==> src/rtl/core/assert_macros.svh <==
// assertion helpers, clocked on i_clk, off while i_rst_n is low
`ifndef ASSERT_MACROS_SVH
`define ASSERT_MACROS_SVH

`define ASSERT_PROP(label, prop, msg) \
    label: assert property (@(posedge i_clk) disable iff (!i_rst_n) (prop)) else $error(msg);

`define ASSERT_NEVER(label, expr, msg) \
    label: assert property (@(posedge i_clk) disable iff (!i_rst_n) !(expr)) else $error(msg);

`endif

==> src/rtl/core/pmq_ram.sv <==
// ----------------------------------------------------------------------------
// pmq_ram
// single write port, single read port ram with registered read data
// ----------------------------------------------------------------------------
module pmq_ram #(
    parameter int WIDTH = 8,
    parameter int DEPTH = 16
) (
    input  logic                     i_clk,
    input  logic                     i_we,
    input  logic [$clog2(DEPTH)-1:0] i_waddr,
    input  logic [WIDTH-1:0]         i_wdata,
    input  logic [$clog2(DEPTH)-1:0] i_raddr,
    output logic [WIDTH-1:0]         o_rdata
);

    logic [WIDTH-1:0] r_mem [DEPTH];
    logic [WIDTH-1:0] r_rdata;

    always_ff @(posedge i_clk) begin
        if (i_we) begin
            r_mem[i_waddr] <= i_wdata;
        end
        r_rdata <= r_mem[i_raddr];
    end

    assign o_rdata = r_rdata;

endmodule
==> config.mk <==
export PLATFORM = sky130hd
export DESIGN_NAME = pmq_ram
export DESIGN_NICKNAME = d
export VERILOG_FILES = /design/src/rtl/core/assert_macros.svh /design/src/rtl/core/pmq_ram.sv
export SDC_FILE = /design/constraint.sdc
export NUM_CORES = 1
export LEC_CHECK = 0
export BUFFER_PORTS_ARGS = -buffer_cell sky130_fd_sc_hd__buf_2
export CAP_MARGIN = 20
export CORE_ASPECT_RATIO = 1.2
export CORE_MARGIN = 5
export CORE_UTILIZATION = 45
export DETAILED_ROUTE_END_ITERATION = 10
export PLACE_DENSITY_LB_ADDON = 0.05
export SYNTH_ARGS = -nofsm -noshare
export SYNTH_HDL_FRONTEND = slang
export SYNTH_SLANG_ARGS = --single-unit
==> constraint.sdc <==
create_clock -name i_clk -period 2.2 [get_ports i_clk]
set_clock_uncertainty 0.15 [all_clocks]
set_input_delay 0 -clock i_clk [delete_from_list [all_inputs] [get_ports i_clk]]
set_output_delay 0 -clock i_clk [all_outputs]
set_load 0.02 [all_outputs]
==> flow_summary_export.csv <==
group,metric,value,unit
routing,wl_met3,454,um
timing,setup_violations,0,
timing,slew_headroom,0.548,
cells_and_area,design_area,6250,sq um
routing,wl_per_cell,21.3,um
flow_run,max_cap_violations,0,
cells_and_area,drive_gt1_frac,0.305,
global_route,grt_pass1_vias,2584,
setup_path,startpoint,"i_waddr[1]",
global_route,grt.overflow.total,0,
routing,vias,2460,
die,io_pins,26,
synth,synth.top_cell.area_share,0.747,
synth,syn_avg_cell_area,22.5,sq um
routing,routed.top_layer,"met4",
setup_path,reg2reg_to,"o_rdata[3]",
setup_path,worst-path-max-fanout,7,
timing,rsz0062_at_grt,"no",
synth,syn-cell-area,5150,sq um
place,port_buffers,25,
cells_and_area,area_growth,21.4,%
setup_path,cp.required,2170,ps
timing,timing.fmax,0.599,GHz
clock_tree,ctsHtreeMaxLevel,4,
die,die_x,108,um
timing,fin_crit_sh,0.758,
clock_tree,clock_path_buffers,2,
timing,setup_tns,0,ps
synth,syn_nets,247,
setup_path,critPathCapture,"r_mem[4][3]",
synth,ys_seq_area_frac,0.778,
setup_path,worstPathArrival,1640,ps
pwr,vdd_ir_drop_max,545,uV
pwr,power_leakage,0.00215,uW
routing,drcViolationCount,0,
synth,synth.lib_cells_used.distinct,19,
setup_path,crit_type,"input pin to flip-flop",
routing,drtIter0Drc,102,
die,design.core.area,11100,sq um
timing,worst_pin_slew,676,ps
pwr,powerDensity,942,nW/um^2
synth,synth_warnings,0,
global_route,grt_pass1_wl,15200,um
worst_hold_path,hold_class,"input pin to flip-flop",
pwr,power,5890,uW
synth,yosysTopAreaCell,"edfxtp_1",
setup_path,rr_startpoint,"r_mem[1][3]",
clock_tree,cts.sinks,136,
run_status,status,"finished clean",
routing,wl,9820,um
timing,hold_viol_final,0,
cells_and_area,n_fill_cell,875,
die,die_h,127,um
setup_path,ff2ff_path_depth,3,
setup_path,startpoint_type,"input pin",
die,start_util,0.462,
synth,ys_ff_latch,136,
cells_and_area,diodes,0,
routing,post_drt_via_cell_ratio,5.32,
timing,final_period_minus_worst_setup_slack,1670,ps
die,core.rowCount,42,
clock_tree,cts_setup_buffers,0,
clock_tree,cts_tree,"done",
place,dp_hpwl,6520,um
routing,drt-pass1-iter-count,4,
place,place_congestion,0.773,
routing,ant_nets,0,
timing,slew_viol_final,0,
cells_and_area,final_cell_mix,"edfxtp_1 (128), buf_2 (25), mux4_2 (18), buf_4 (18), clkbuf_16 (17)",
routing,wl_met2,4910,um
cells_and_area,num-nets-final,313,
cells_and_area,mostFrequentLayoutCell,"edfxtp_1",
clock_tree,clk_pin_slew,50,ps
setup_path,r2r_setup_slack,690,ps
global_route,antenna_found_initial,0,
synth,yosys-top-cells-area,"edfxtp_1 (75%), mux4_2 (7.9%), mux4_1 (7.1%)",
clock_tree,clock_latency,400,ps
cells_and_area,fin_util,0.561,
routing,route.layer.met1.wl,4360,um
global_route,grt_use_total,0.155,
die,die_area,13700,sq um
global_route,grt_max_degree,24,
place,dpl-instance-area,5570,sq um
synth,syn_inst,229,
clock_tree,clock-root-buffer,"clkbuf_16",
clock_tree,cts_buffers,17,
setup_path,endpoint_kind,"flip-flop",
-- cells in the mapped netlist (all sizes together) --
cell type and n:
nand2 9, nand2b 2, nor3 4, buf 7, and2 1, or3b 1, nor2b 1, nand3b 2
and2b 1, nor2 13, clkdlybuf4s25 3, mux4 32, a22oi 16, nand3 1, dfxtp 8, edfxtp 128
-- through the flow --
step	instances	worst slack (ps)	hold WS, ps
CTS	462	599	30.0
global placement	419	497	239
detailed placement	419	516	249
global route	462	437	77.1
floorplan	229	557	-51.1
finish	462	532	43.6
-- worst max-delay path, cell delays in order --
cell and delay (ps):
dlygate4sd3_1 530, buf_2 160, nor3_1 190, dlygate4sd3_1 600
buf_4 150
-- how the worst min path moves through the flow --
stage	startpoint	to	slack [ps]	cells past startpoint
floorplan	i_wdata[0]	r_mem[0][0]	-50	0
global placement	i_wdata[1]	r_mem[4][1]	240	1
detailed placement	i_wdata[2]	r_mem[4][2]	250	1
CTS	i_raddr[3]	o_rdata[6]	30	4
global route	i_raddr[1]	o_rdata[6]	80	4
finish	i_raddr[3]	o_rdata[6]	40	4
-- power by group --
part / internal, uW / switching (uW) / total [uW]
sequential: 2900 / 15.8 / 2910
clock: 1710 / 961 / 2670
combinational: 132 / 172 / 304
total: 4740 / 1150 / 5890
-- what timing repair did --
item / 4_1_cts / 5_1_grt
hold endpoints to repair: 144 / 0
gates resized for setup: 0 / 0
setup endpoints to repair: 0 / 0
hold buffers: 11 / 0
-- registers in the layout, indices dropped and copies added, names as in the netlist --
signal	count
o_rdata	8
r_mem	128
-- area by class of cell --
type                    count  area (sq um)  area share
well taps                 154           193      0.0308
repair buffers             57           430      0.0689
multi-input cells          83          1060       0.169
clock inverters            10           103      0.0164
clock buffers              22           464      0.0743
flip-flops and latches    136          4000       0.641
-- per-layer routing --
metal	global-route usage	up-vias
li1	-	1104
met1	0.206	1274
met2	0.248	75
met3	0.0444	7
met4	0.0490	0
met5	0	-
-- kinds of logic after synthesis --
logic type,count (synthesis),share of synthesized area
mux,32,0.150
compound gates,16,0.0233
buf+inv,10,0.0168
flops,136,0.778
simple gates,35,0.0318
No activity file was read; power rests on OpenSTA's default activity.
